--- src/iplb_pkg.sv ---
// Shared types and constants for the IPv4 TCP load-balancer header rewrite.
`timescale 1ns / 1ps

package iplb_pkg;

    // Configuration port geometry
    localparam int CFG_INDEX_W = 3;
    localparam int CFG_DATA_W  = 32;

    // Configuration register indexes
    localparam logic [CFG_INDEX_W-1:0] REG_BALANCER_ADDR    = 3'd0;
    localparam logic [CFG_INDEX_W-1:0] REG_BACKEND_ONE_ADDR = 3'd1;
    localparam logic [CFG_INDEX_W-1:0] REG_BACKEND_TWO_ADDR = 3'd2;
    localparam logic [CFG_INDEX_W-1:0] REG_CLIENT_ADDR      = 3'd3;
    localparam logic [CFG_INDEX_W-1:0] REG_BALANCER_MAC     = 3'd4;
    localparam logic [CFG_INDEX_W-1:0] REG_BACKEND_ONE_MAC  = 3'd5;
    localparam logic [CFG_INDEX_W-1:0] REG_BACKEND_TWO_MAC  = 3'd6;
    localparam logic [CFG_INDEX_W-1:0] REG_CLIENT_MAC       = 3'd7;

    // Register reset values
    localparam logic [31:0] RST_BALANCER_ADDR    = 32'hAC11_0002;
    localparam logic [31:0] RST_BACKEND_ONE_ADDR = 32'hAC11_0003;
    localparam logic [31:0] RST_BACKEND_TWO_ADDR = 32'hAC11_0004;
    localparam logic [31:0] RST_CLIENT_ADDR      = 32'hAC11_0005;
    localparam logic [7:0]  RST_BALANCER_MAC     = 8'h02;
    localparam logic [7:0]  RST_BACKEND_ONE_MAC  = 8'h03;
    localparam logic [7:0]  RST_BACKEND_TWO_MAC  = 8'h04;
    localparam logic [7:0]  RST_CLIENT_MAC       = 8'h05;

    // Verdict codes
    localparam logic [1:0] VERDICT_DROP = 2'd0;
    localparam logic [1:0] VERDICT_PASS = 2'd1;
    localparam logic [1:0] VERDICT_TX   = 2'd2;

    // Header constants
    localparam logic [13:0] MIN_FRAME_BYTES = 14'd34;
    localparam logic [15:0] ETHER_IPV4      = 16'h0800;
    localparam logic [7:0]  PROTO_ICMP      = 8'd1;
    localparam logic [7:0]  PROTO_TCP       = 8'd6;

    // Configuration register set
    typedef struct packed {
        logic [31:0] balancer_addr;
        logic [31:0] backend_one_addr;
        logic [31:0] backend_two_addr;
        logic [31:0] client_addr;
        logic [7:0]  balancer_mac_low;
        logic [7:0]  backend_one_mac_low;
        logic [7:0]  backend_two_mac_low;
        logic [7:0]  client_mac_low;
    } cfg_t;

endpackage

--- src/ipv4_tcp_lb_header_rewrite.sv ---
// Top level: three-stage IPv4 TCP load-balancer header rewrite pipeline.
//
//   Channel   Handshake               Payload
//   in        in_valid / in_ready     frame_length .. pick_second (header summary)
//   out       out_valid / out_ready   verdict, addresses, MAC low bytes, checksum
//   cfg       cfg_wr_en               cfg_index, cfg_data (write only)
//
// One item per cycle unless the output stalls; each result leaves from stage three.
// Stage one classifies and sums the fixed header words, stage two rewrites the
// addresses and adds them in, stage three folds, inverts and holds the result.
// A stalled output holds each full stage with no empty stage after it; the rest move on.
// Reset empties the pipeline and loads the default addresses and MAC bytes.
`timescale 1ns / 1ps

module ipv4_tcp_lb_header_rewrite
    import iplb_pkg::*;
(
    input  logic                   clk,
    input  logic                   rst_n,
    // configuration
    input  logic                   cfg_wr_en,
    input  logic [CFG_INDEX_W-1:0] cfg_index,
    input  logic [CFG_DATA_W-1:0]  cfg_data,
    // input items
    input  logic                   in_valid,
    output logic                   in_ready,
    input  logic [13:0]            frame_length,
    input  logic [15:0]            ether_type,
    input  logic [15:0]            version_tos,
    input  logic [15:0]            total_length,
    input  logic [15:0]            ident,
    input  logic [15:0]            flags_fragment,
    input  logic [7:0]             ttl,
    input  logic [7:0]             protocol,
    input  logic [31:0]            src_addr,
    input  logic [31:0]            dst_addr,
    input  logic                   pick_second,
    // result items
    output logic                   out_valid,
    input  logic                   out_ready,
    output logic [1:0]             verdict,
    output logic [31:0]            out_src_addr,
    output logic [31:0]            out_dst_addr,
    output logic [7:0]             dst_mac_low,
    output logic [7:0]             src_mac_low,
    output logic [15:0]            header_checksum
);

    cfg_t cfg;

    iplb_cfg u_cfg (
        .clk       (clk),
        .rst_n     (rst_n),
        .cfg_wr_en (cfg_wr_en),
        .cfg_index (cfg_index),
        .cfg_data  (cfg_data),
        .cfg       (cfg)
    );

    // Pipeline control
    logic s1_valid_reg, s2_valid_reg, s3_valid_reg;
    logic s1_valid_next, s2_valid_next, s3_valid_next;
    logic s1_ready, s2_ready, s3_ready;
    logic s1_load, s2_load, s3_load;

    // Stage one payload
    logic [1:0]  s1_verdict_reg;
    logic [31:0] s1_new_dst_reg;
    logic [7:0]  s1_new_mac_reg;
    logic [18:0] s1_psum_reg;
    logic [31:0] s1_src_reg;
    logic [31:0] s1_dst_reg;

    // Stage two payload
    logic [1:0]  s2_verdict_reg;
    logic [31:0] s2_src_reg;
    logic [31:0] s2_dst_reg;
    logic [7:0]  s2_dmac_reg;
    logic [7:0]  s2_smac_reg;
    logic [19:0] s2_sum_reg;

    // Stage three (output) payload
    logic [1:0]  s3_verdict_reg;
    logic [31:0] s3_src_reg;
    logic [31:0] s3_dst_reg;
    logic [7:0]  s3_dmac_reg;
    logic [7:0]  s3_smac_reg;
    logic [15:0] s3_csum_reg;

    // Stage one logic
    logic [1:0]  c_verdict;
    logic [31:0] c_new_dst;
    logic [7:0]  c_new_mac;
    logic [18:0] c_psum;

    // Stage two logic
    logic        s2_tx;
    logic [19:0] c_sum;

    // Stage three logic
    logic [16:0] c_fold1;
    logic [15:0] c_fold2;

    // Advance a stage when the next one is empty or moving
    assign s3_ready = !s3_valid_reg || out_ready;
    assign s2_ready = !s2_valid_reg || s3_ready;
    assign s1_ready = !s1_valid_reg || s2_ready;
    assign in_ready = s1_ready;

    assign s1_load = in_valid && s1_ready;
    assign s2_load = s1_valid_reg && s2_ready;
    assign s3_load = s2_valid_reg && s3_ready;

    assign s1_valid_next = s1_ready ? in_valid : s1_valid_reg;
    assign s2_valid_next = s2_ready ? s1_valid_reg : s2_valid_reg;
    assign s3_valid_next = s3_ready ? s2_valid_reg : s3_valid_reg;

    always_ff @(posedge clk or negedge rst_n)
    begin
        if (!rst_n)
        begin
            s1_valid_reg <= 1'b0;
            s2_valid_reg <= 1'b0;
            s3_valid_reg <= 1'b0;
        end
        else
        begin
            s1_valid_reg <= s1_valid_next;
            s2_valid_reg <= s2_valid_next;
            s3_valid_reg <= s3_valid_next;
        end
    end

    // Classify the item and pick the new destination
    always_comb
    begin
        c_verdict = VERDICT_PASS;
        c_new_dst = '0;
        c_new_mac = '0;
        if (frame_length < MIN_FRAME_BYTES)
        begin
            c_verdict = VERDICT_DROP;
        end
        else if (ether_type != ETHER_IPV4)
        begin
            c_verdict = VERDICT_PASS;
        end
        else if (protocol == PROTO_ICMP)
        begin
            c_verdict = VERDICT_DROP;
        end
        else if (protocol != PROTO_TCP)
        begin
            c_verdict = VERDICT_PASS;
        end
        else if (src_addr == cfg.client_addr)
        begin
            c_verdict = VERDICT_TX;
            c_new_dst = pick_second ? cfg.backend_two_addr : cfg.backend_one_addr;
            c_new_mac = pick_second ? cfg.backend_two_mac_low : cfg.backend_one_mac_low;
        end
        else if (src_addr == cfg.backend_one_addr || src_addr == cfg.backend_two_addr)
        begin
            c_verdict = VERDICT_TX;
            c_new_dst = cfg.client_addr;
            c_new_mac = cfg.client_mac_low;
        end
    end

    // Sum the header words that the rewrite leaves alone
    assign c_psum = 19'(version_tos) + 19'(total_length) + 19'(ident)
                  + 19'(flags_fragment) + 19'({ttl, protocol});

    always_ff @(posedge clk)
    begin
        if (s1_load)
        begin
            s1_verdict_reg <= c_verdict;
            s1_new_dst_reg <= c_new_dst;
            s1_new_mac_reg <= c_new_mac;
            s1_psum_reg    <= c_psum;
            s1_src_reg     <= src_addr;
            s1_dst_reg     <= dst_addr;
        end
    end

    // Rewrite addresses and add them into the sum
    assign s2_tx = (s1_verdict_reg == VERDICT_TX);
    assign c_sum = 20'(s1_psum_reg)
                 + 20'(cfg.balancer_addr[31:16]) + 20'(cfg.balancer_addr[15:0])
                 + 20'(s1_new_dst_reg[31:16])    + 20'(s1_new_dst_reg[15:0]);

    always_ff @(posedge clk)
    begin
        if (s2_load)
        begin
            s2_verdict_reg <= s1_verdict_reg;
            s2_src_reg     <= s2_tx ? cfg.balancer_addr : s1_src_reg;
            s2_dst_reg     <= s2_tx ? s1_new_dst_reg : s1_dst_reg;
            s2_dmac_reg    <= s2_tx ? s1_new_mac_reg : 8'h00;
            s2_smac_reg    <= s2_tx ? cfg.balancer_mac_low : 8'h00;
            s2_sum_reg     <= c_sum;
        end
    end

    // Fold carries twice; the second fold cannot carry again
    assign c_fold1 = 17'(s2_sum_reg[15:0]) + 17'(s2_sum_reg[19:16]);
    assign c_fold2 = c_fold1[15:0] + 16'(c_fold1[16]);

    always_ff @(posedge clk)
    begin
        if (s3_load)
        begin
            s3_verdict_reg <= s2_verdict_reg;
            s3_src_reg     <= s2_src_reg;
            s3_dst_reg     <= s2_dst_reg;
            s3_dmac_reg    <= s2_dmac_reg;
            s3_smac_reg    <= s2_smac_reg;
            s3_csum_reg    <= (s2_verdict_reg == VERDICT_TX) ? ~c_fold2 : 16'h0000;
        end
    end

    assign out_valid       = s3_valid_reg;
    assign verdict         = s3_verdict_reg;
    assign out_src_addr    = s3_src_reg;
    assign out_dst_addr    = s3_dst_reg;
    assign dst_mac_low     = s3_dmac_reg;
    assign src_mac_low     = s3_smac_reg;
    assign header_checksum = s3_csum_reg;

endmodule

--- src/iplb_cfg.sv ---
// Configuration register file for the load-balancer header rewrite.
`timescale 1ns / 1ps

module iplb_cfg
    import iplb_pkg::*;
(
    input  logic                   clk,
    input  logic                   rst_n,
    input  logic                   cfg_wr_en,
    input  logic [CFG_INDEX_W-1:0] cfg_index,
    input  logic [CFG_DATA_W-1:0]  cfg_data,
    output cfg_t                   cfg
);

    cfg_t cfg_reg;
    cfg_t cfg_next;

    // Decode the write into the addressed register
    always_comb
    begin
        cfg_next = cfg_reg;
        if (cfg_wr_en)
        begin
            case (cfg_index)
                REG_BALANCER_ADDR:    cfg_next.balancer_addr       = cfg_data;
                REG_BACKEND_ONE_ADDR: cfg_next.backend_one_addr    = cfg_data;
                REG_BACKEND_TWO_ADDR: cfg_next.backend_two_addr    = cfg_data;
                REG_CLIENT_ADDR:      cfg_next.client_addr         = cfg_data;
                REG_BALANCER_MAC:     cfg_next.balancer_mac_low    = cfg_data[7:0];
                REG_BACKEND_ONE_MAC:  cfg_next.backend_one_mac_low = cfg_data[7:0];
                REG_BACKEND_TWO_MAC:  cfg_next.backend_two_mac_low = cfg_data[7:0];
                REG_CLIENT_MAC:       cfg_next.client_mac_low      = cfg_data[7:0];
                default:              cfg_next = cfg_reg;
            endcase
        end
    end

    // Hold the registers, load defaults on reset
    always_ff @(posedge clk or negedge rst_n)
    begin
        if (!rst_n)
        begin
            cfg_reg.balancer_addr       <= RST_BALANCER_ADDR;
            cfg_reg.backend_one_addr    <= RST_BACKEND_ONE_ADDR;
            cfg_reg.backend_two_addr    <= RST_BACKEND_TWO_ADDR;
            cfg_reg.client_addr         <= RST_CLIENT_ADDR;
            cfg_reg.balancer_mac_low    <= RST_BALANCER_MAC;
            cfg_reg.backend_one_mac_low <= RST_BACKEND_ONE_MAC;
            cfg_reg.backend_two_mac_low <= RST_BACKEND_TWO_MAC;
            cfg_reg.client_mac_low      <= RST_CLIENT_MAC;
        end
        else
        begin
            cfg_reg <= cfg_next;
        end
    end

    assign cfg = cfg_reg;

endmodule

--- config.mk ---
export PLATFORM = sky130hd
export DESIGN_NAME = ipv4_tcp_lb_header_rewrite
export DESIGN_NICKNAME = d
export VERILOG_FILES = /design/src/iplb_pkg.sv /design/src/ipv4_tcp_lb_header_rewrite.sv /design/src/iplb_cfg.sv
export SDC_FILE = /design/constraint.sdc
export NUM_CORES = 1
export LEC_CHECK = 0
export BUFFER_PORTS_ARGS = -buffer_cell sky130_fd_sc_hd__buf_2
export CORE_MARGIN = 4
export CORE_UTILIZATION = 35
export DETAILED_ROUTE_END_ITERATION = 12
export PLACE_DENSITY_LB_ADDON = 0.05
export REMOVE_ABC_BUFFERS = 1
export SYNTH_ARGS = -nofsm -noshare
export SYNTH_HDL_FRONTEND = slang
export SYNTH_SLANG_ARGS = --single-unit
--- constraint.sdc ---
create_clock -name clk -period 5.4 [get_ports clk]
set_input_delay 0 -clock clk [delete_from_list [all_inputs] [get_ports clk]]
set_output_delay 0 -clock clk [all_outputs]
set_load 0.05 [all_outputs]
==> results of run 1 <==
[layer usage]
| metal | wire length [um] | part of all wire (%) |
|---|---|---|
| met1 | 31190 | 46 |
| met3 | 3060 | 4.5 |
| met4 | 1431 | 2.1 |
| met5 | 34 | 0.050 |
| met2 | 31790 | 47 |
[cells in the mapped netlist (all sizes together), types with 5 or more instances]
master / n / area (um^2)
edfxtp: 325 / 9759
inv: 263 / 987.2
mux2: 144 / 1622
nand2: 141 / 529.3
dfrtp: 127 / 3178
xor2: 112 / 980.9
fa: 95 / 1902
o21ai: 79 / 395.4
nor2: 73 / 281.5
ha: 48 / 600.6
a211oi: 44 / 530.5
clkbuf: 44 / 165.2
mux2i: 42 / 420.4
a21oi: 36 / 180.2
dfstp: 36 / 945.9
nor4: 34 / 212.7
and2: 23 / 143.9
xnor2: 20 / 175.2
buf: 13 / 86.33
nand2b: 12 / 75.07
nand4: 12 / 75.07
nor3: 10 / 50.05
a21o: 9 / 67.56
and3: 7 / 43.79
or3: 7 / 43.79
nand3: 6 / 30.03
nor3b: 6 / 50.05
o21a: 6 / 45.04
or2: 6 / 37.54
nand3b: 5 / 37.54
nor2b: 5 / 31.28
o31ai: 5 / 42.54
[timing repair]
action / in CTS / in global routing
buffers inserted: 0 / 0
hold buffers: 107 / 0
endpoints found under the hold margin: 268 / 0
[stage by stage]
step                      instances  hold WS (ns)
after global routing           3190       0.03260
after detailed placement       2975      -0.03728
after global placement         2975      -0.03208
after CTS                      3188      0.008274
final                          3193       0.03888
after floorplan                1773       -0.2956
[report_power, final]
group / switching (mW) / leakage (nW) / total [mW] / internal (mW)
logic: 3.19 / 6.77 / 5.31 / 2.12
clock network: 1.56 / 0.911 / 3.77 / 2.21
registers: 0.388 / 5.07 / 5.33 / 4.94
total: 5.13 / 12.8 / 14.4 / 9.28
[final cells by class]
type | count | area share, %
antenna | 5 | 0.04233
clock buffer | 72 | 5.359
clock inverter | 34 | 0.9186
inverter | 263 | 3.340
multi-input combinational | 1022 | 30.25
sequential | 488 | 46.97
tap | 873 | 3.695
timing repair buffer | 436 | 9.427
[kinds of logic after synthesis]
family	count (synthesis)	synth area share [%]
flops	488	57.79
simple gates	354	7.093
buf+inv	320	5.156
compound gates	207	6.239
mux	186	8.499
fa+ha+maj	143	10.42
xor+xnor	132	4.812
[worst reg2reg max path: stages (launching register included)]
cell and delay (ns):
sky130_fd_sc_hd__edfxtp_1 0.33, sky130_fd_sc_hd__inv_1 0.07, sky130_fd_sc_hd__fa_1 0.55, sky130_fd_sc_hd__inv_1 0.06, sky130_fd_sc_hd__fa_1 0.50, sky130_fd_sc_hd__inv_1 0.06
sky130_fd_sc_hd__fa_1 0.50, sky130_fd_sc_hd__inv_1 0.07, sky130_fd_sc_hd__ha_1 0.29, sky130_fd_sc_hd__a21o_1 0.15, sky130_fd_sc_hd__a21oi_1 0.21, sky130_fd_sc_hd__o21bai_1 0.15
sky130_fd_sc_hd__o41a_1 0.43, sky130_fd_sc_hd__a211oi_1 0.46, sky130_fd_sc_hd__nor2_1 0.14, sky130_fd_sc_hd__o311ai_1 0.35
[worst max path at each step]
stage,endpoint,slack [ns],cells after the start
floorplan,s1_dst_reg[0]$_DFFE_PP_,0.75,3
global placement,s2_sum_reg[18]$_DFFE_PP_,1.01,15
detailed placement,s2_sum_reg[18]$_DFFE_PP_,0.93,15
CTS,s2_sum_reg[18]$_DFFE_PP_,0.91,15
global route,s2_sum_reg[18]$_DFFE_PP_,0.68,15
finish,s2_sum_reg[18]$_DFFE_PP_,0.88,15
==> summary by stage, run 1 <==
Run status
The flow ran to the end, and the final reports show no timing, DRC or antenna violations.

Die
The die covers 72900 um^2. In this run the standard cell core region covers 67630 um^2. For this configuration, the core starts out at a cell density of 35.52%.

The floorplan has 95 rows. In this run the count of I/O pins placed on the die edge is 315. The die boundary height is 270 um. The overall die width is 270 um.

Worst setup path
The worst setup path is of the register to register kind. The critical path data arrival time is 4.91 ns. The worst setup path is captured at a register. The top cell family by delay on the critical path is adder cells.

The delay contributed by the slowest stage of the critical path is 0.55 ns. In this run the critical register-to-register path is captured at s2_sum_reg[18]$_DFFE_PP_. In this run the critical register-to-register path is launched from s1_new_dst_reg[2]$_SDFFCE_PP0P_. The worst endpoint required time is 5.79 ns. In this run the worst setup path begins at s1_new_dst_reg[2]$_SDFFCE_PP0P_. The highest net fanout along the worst path is 4. Together, buffers and inverters on the worst path number 4. The count of cells along the worst register-to-register path is 15. In this run the register-to-register setup slack is 0.88 ns. The critical path's most frequent cell is sky130_fd_sc_hd__inv_1. Walking the worst path, the cells encountered are inv_1 -> fa_1 -> inv_1 -> fa_1 -> inv_1 -> fa_1 -> inv_1 -> ha_1 -> a21o_1 -> a21oi_1 -> o21bai_1 -> o41a_1 -> a211oi_1 -> nor2_1 -> o311ai_1. For this design, the slowest cell found on the critical path is sky130_fd_sc_hd__fa_1.

The startpoint kind of the worst setup timing path is a register.

Placement
OpenSTA, run right after detailed placement, puts the worst setup slack at 0.9332 ns. The count of buffers added on input and output ports is 313. Routability-driven placement finished with a final weighted congestion of 0.8148. The wire-length estimate of the detail-placed layout is 47760 um. Once placement finished, the instance area stood at 26610 um^2.

Logic synthesis
After synthesis the netlist holds a flip-flop and latch count of 488. The number of synthesized flops with an enable pin is 325. The part of the Yosys area used for sequential elements is 57.79%. The most used flip-flop cell after synthesis is sky130_fd_sc_hd__edfxtp_1.

Dividing the synthesized area by the synthesized cell count gives 13.13 um^2. The netlist uses 61 different library cells. Synthesis produced a netlist whose cell count is 1830.

The share of flip-flops with an asynchronous set or reset after synthesis is 33.40%. The Yosys warning count is 0. The summed instance area of the synthesized netlist is 24030 um^2.

Timing
The final critical-path share of the clock period is 83.66%. The setup clock skew after layout is 0.01259 ns. The count of endpoints failing hold in the final timing report is 0.

Setup repair after global routing left no endpoint under its margin. For this run, the top clock speed supported by timing is 0.2214 GHz. In the post-route analysis, the smallest setup slack over all paths is 0.8825 ns. After routing, the total negative slack on setup checks comes to 0 ns. Setup violations remaining at the end of the flow were counted as 0. In this run the tightest slew margin relative to its limit is 29.95%. The post-route minimum period is 4.518 ns. At the pin with the least slew margin, the transition time is 1.046 ns.

The final count of pins violating max slew is 0.

Global routing
The number of antenna violations at the first check in global routing is 12. Global routing consumed, on the met3 layer, 3.349% of the routing resources. Across every metal layer, demand over resource in global routing totals 18.32%.

The first-pass GRT wire length is 101100 um. The layer carrying the most global-route usage is met2. The global-route met1 utilization is 25.45%. The total overflow left after global routing is 0. The met2 layer usage reported by global route is 29.91%. The number of global-route vias before repair is 16092. Entering global routing, the biggest net connects 74 pins.

Detailed routing
For this run, design rule violations remaining after detail routing come to 0. The number of iterations in the first detailed-routing pass is 5. The via density per instance is 4.782. For this block, the via count after detailed routing is 15268. After detailed routing, the average wire length per cell comes to 21.14 um. The iteration-0 DRC count of the detailed router is 855. In this run the remaining antenna-violating nets after routing total 0.

For this block, the routed nets add up to 67500 um of wire.

Power and ir drop
The analysis attributes to cell leakage a power of 12.75 nW. Dividing total power by cell area gives a power density of 487.5 nW/um^2. IR analysis of the VDD net gives a maximum drop of 0.2830 mV. The power consumption is 14.41 mW.

Layout
The multi-input combinational cells in the finished layout cover a total of 8941 um^2. Summing all flip-flop and latch instances after layout gives 13880 um^2. The fraction of final layout cells sized beyond drive strength 1 is 22.42%. The net count of the finished layout is 2625. Cells fill 43.70% of the core in the end. Counting the fill cells in the layout gives 6337. The layout overhead on the synthesized area is 23.03%.

The area of all placed cells without fillers is 29560 um^2. The library cell used most frequently in the layout, excluding fill and tap cells, is sky130_fd_sc_hd__edfxtp_1. The register with the most flip-flops in the layout has 160 of them.

In the layout the commonest cells are sky130_fd_sc_hd__edfxtp_1 (325), sky130_fd_sc_hd__buf_2 (312), sky130_fd_sc_hd__inv_1 (261), sky130_fd_sc_hd__mux2_1 (144), sky130_fd_sc_hd__nand2_1 (141).

Job
The total of max-cap violations is 0.

Clocking
The root buffer cell is sky130_fd_sc_hd__clkbuf_16. Clock-pin slew was measured on the worst setup and hold paths at 0.06 ns. TritonCTS built the clock tree.

The number of clock sinks is 488. In this run the deepest clock path goes through 3 buffers. Gates resized during post-CTS repair numbered 0. The level count of the clock H-tree is 2. Clock tree synthesis inserted a total of 56 buffers. The insertion delay of the later-clocked pin in the worst-skew pair is 0.60 ns.

Worst hold path
The tightest min-delay check is of the input port to async pin type.
(Power assumes the default switching activity.)
==> run 2, diff against run 1 <==
- clock period: 5.4 -> 3.8 ns (I/O delays scaled with it)
==> run 2 against run 1 <==
The flow now finishes with violations (setup timing). Die area did not move. Flip-flop and latch count did not move. Cell area rose by 2.6%. Worst setup slack got worse by 0.99 ns. Critical path depth rose by 1. Via count rose by 0.89%. Hold slack got worse by 0.020 ns. Combinational power rose by 73%. Clock skew rose by 0.0049 ns. Clock power rose by 46%. First-iteration DRC count rose by 11%. Cell count rose by 2.2%.
==> summary by stage, run 2 (same netlist as run 1, synthesis figures left out) <==
Placement
The number of port buffers is 313 (unchanged). The final weighted congestion of routability-driven global placement is 0.7999 (was 0.8148). The detailed placement HPWL was 48870 um (was 47760 um).

The post-placement setup slack came to -0.4505 ns (was 0.9332 ns).

Clocking
The root buffer cell was sky130_fd_sc_hd__clkbuf_16 (unchanged). The number of buffers inserted during clock tree synthesis came to 56 (unchanged). The level count of the clock H-tree is 2 (unchanged). The number of clock sinks is 488 (unchanged). The insertion delay of the later-clocked pin in the worst-skew pair came to 0.61 ns (was 0.60 ns).

The clock tree buffer depth was 3 (unchanged). The TritonCTS clock tree is yes (unchanged). The clock edge transition at the registers on the reported setup and hold paths came to 0.06 ns (about the same).

Layout
The end-of-flow core utilization is 44.84% (was 43.70%). The filler cell count is 6333 (was 6337). The area taken by flip-flops and latches is 13880 um^2 (unchanged). The fraction of final layout cells sized beyond drive strength 1 is 25.73% (was 22.42%). The layout overhead on the synthesized area is 26.23% (was 23.03%). The final layout net count is 2697 (was 2625). The number of flip-flops under the largest register name is 160 (unchanged). Commonest cells after routing, fill and taps aside: sky130_fd_sc_hd__edfxtp_1 (325), sky130_fd_sc_hd__buf_2 (312), sky130_fd_sc_hd__inv_1 (253), sky130_fd_sc_hd__mux2_1 (144), sky130_fd_sc_hd__nand2_1 (141) (was sky130_fd_sc_hd__edfxtp_1 (325), sky130_fd_sc_hd__buf_2 (312), sky130_fd_sc_hd__inv_1 (261), sky130_fd_sc_hd__mux2_1 (144), sky130_fd_sc_hd__nand2_1 (141)).

The area taken by multi-input logic gates is 9086 um^2 (was 8941 um^2). The leading cell type in the layout, fill and taps excluded is sky130_fd_sc_hd__edfxtp_1 (unchanged).

Worst setup path
The critical path data arrival time was 4.25 ns (was 4.91 ns). The critical path class was register to register (unchanged). The count of cells along the worst register-to-register path is 16 (was 15). The register-to-register setup slack is -0.11 ns (was 0.88 ns). The highest net fanout along the worst path is 3 (was 4). The sort of element at the end of the critical path is a register (unchanged). The worst endpoint required time is 4.14 ns (was 5.79 ns). The startpoint of the worst register-to-register path is s1_psum_reg[2]$_DFFE_PP_ (was s1_new_dst_reg[2]$_SDFFCE_PP0P_). The startpoint kind of the worst setup timing path is a register (unchanged).

The endpoint of the worst register-to-register path is s2_sum_reg[12]$_DFFE_PP_ (was s2_sum_reg[18]$_DFFE_PP_).

Global routing
The first-pass GRT wire length is 102800 um (was 101100 um). The number of global-route vias before repair is 16443 (was 16092). The overall global routing resource usage is 18.52% (was 18.32%).

The number of antenna violations at the first check in global routing is 10 (was 12). The maximum number of pins on one net before global-route repair came to 74 (unchanged). The global-route congestion overflow total is 0 (unchanged).

Detailed routing
The average wire length per cell after detail routing is 20.75 um (was 21.14 um). The via density per instance is 4.721 (was 4.782). The final antenna-violating net count is 0 (unchanged). The post-detailed-route DRC marker count came to 0 (unchanged).

The iteration-0 DRC count of the detailed router is 953 (was 855). The total wire length after detailed routing came to 67720 um (was 67500 um). The number of iterations in the first detailed-routing pass was 5 (unchanged). The count of vias placed by the detailed router is 15404 (was 15268).

Timing
The final critical-path share of the clock period is 102.8% (was 83.66%). The normalized max-slew margin is 31.24% (was 29.95%). The worst setup slack after layout is -0.1058 ns (was 0.8825 ns). The setup clock skew after layout is 0.01749 ns (was 0.01259 ns). The transition at the pin with the smallest max-transition slack came to 1.031 ns (was 1.046 ns). The worst-case hold slack was 0.01882 ns (was 0.03888 ns). Setup repair after global routing missed its margin: true (was false).

The final count of pins violating max slew was 0 (unchanged). The highest achievable clock rate is 0.2560 GHz (was 0.2214 GHz). The final setup violation count is 4 (was 0). The count of endpoints failing hold in the final timing report is 0 (unchanged).

The post-route minimum period is 3.906 ns (was 4.518 ns).

Die
The die footprint is 72900 um^2 (unchanged). The number of rows in the core area was 95 (unchanged). The die boundary height is 270 um (unchanged).

The initial standard-cell utilization of the core is 35.52% (unchanged). The area of the core region is 67630 um^2 (unchanged). The number of ports placed on the die boundary is 315 (unchanged). The overall die width is 270 um (unchanged).

Power and ir drop
The ratio of total power to cell area is 734.1 nW/um^2 (was 487.5 nW/um^2). The total leakage power is 13.13 nW (was 12.75 nW). The maximum vdd ir drop is 0.4225 mV (was 0.2830 mV). The power consumption is 22.26 mW (was 14.41 mW).

Run status
The final reports fail on setup timing. Run status: finished with violations (was completed).

Job
The total of max-cap violations was 0 (unchanged).

Worst hold path
The path type of the worst min-delay path is input port to async pin (unchanged).
[run 2: per-layer routing]
metal	GRT usage [%]	vias to the layer above	routed length, um
li1	-	7300	-
met1	26.35	7731	31610
met2	30.40	281	32250
met3	2.718	80	2676
met4	3.762	12	1103
met5	0	-	80
[run 2: worst max-delay path by stage]
stage | startpoint | cells after the start | slack, ns | to
after floorplan | out_valid$_DFFE_PN0P_ | 3 | -0.85 | s1_dst_reg[0]$_DFFE_PP_
after global placement | s1_new_dst_reg[2]$_SDFFCE_PP0P_ | 15 | -0.33 | s2_sum_reg[18]$_DFFE_PP_
final | s1_psum_reg[2]$_DFFE_PP_ | 16 | -0.11 | s2_sum_reg[12]$_DFFE_PP_
after global routing | s1_psum_reg[2]$_DFFE_PP_ | 15 | -0.31 | s2_sum_reg[18]$_DFFE_PP_
after CTS | s1_psum_reg[2]$_DFFE_PP_ | 15 | -0.30 | s2_sum_reg[18]$_DFFE_PP_
after detailed placement | s1_new_dst_reg[2]$_SDFFCE_PP0P_ | 15 | -0.45 | s2_sum_reg[18]$_DFFE_PP_
[run 2: through the flow]
| step | TNS (ns) | cell area, um^2 | std cells |
|---|---|---|---|
| 2_1_floorplan | -112.52 | 23770 | 1773 |
| 3_3_place_gp | -2.363 | 27190 | 3045 |
| 3_5_place_dp | -2.784 | 27190 | 3045 |
| 4_1_cts | -1.031 | 30200 | 3256 |
| 5_1_grt | -1.675 | 30320 | 3260 |
| 6_report | -0.3238 | 30330 | 3263 |
[run 2: timing repair]
item / CTS / global route
endpoints found under the setup margin: 11 / 13
gates resized for setup: 19 / 19
setup buffers: 1 / 3
cloned: 0 / 0
pin swaps: 22 / 22
endpoints found under the hold margin: 299 / 0
hold buffers: 105 / 0
[run 2: final cells by class]
type	instances	share of cell area, %
tap	873	3.602
clock inverter	29	1.135
multi-input combinational	1022	29.96
sequential	488	45.78
inverter	263	3.255
timing repair buffer	508	11.16
clock buffer	76	5.071
antenna	4	0.03301
[run 2: worst max-delay path, stage by stage, from the launching register on]
cell	delay, ns
sky130_fd_sc_hd__edfxtp_1	0.34
sky130_fd_sc_hd__inv_2	0.04
sky130_fd_sc_hd__fa_1	0.54
sky130_fd_sc_hd__inv_2	0.04
sky130_fd_sc_hd__fa_1	0.47
sky130_fd_sc_hd__inv_1	0.05
sky130_fd_sc_hd__fa_1	0.49
sky130_fd_sc_hd__inv_2	0.05
sky130_fd_sc_hd__ha_4	0.20
sky130_fd_sc_hd__a21o_1	0.18
sky130_fd_sc_hd__a21oi_2	0.16
sky130_fd_sc_hd__o21bai_1	0.12
sky130_fd_sc_hd__o41a_1	0.41
sky130_fd_sc_hd__buf_6	0.17
sky130_fd_sc_hd__a31oi_4	0.16
sky130_fd_sc_hd__o21ai_2	0.07
sky130_fd_sc_hd__xor2_1	0.16
[run 2: power by group]
group	leakage (nW)	total (mW)	switching, mW	internal [mW]
clock network	0.910	5.51	2.20	3.31
registers	5.07	7.57	0.554	7.02
logic	7.15	9.18	5.07	4.11
total	13.1	22.3	7.82	14.4
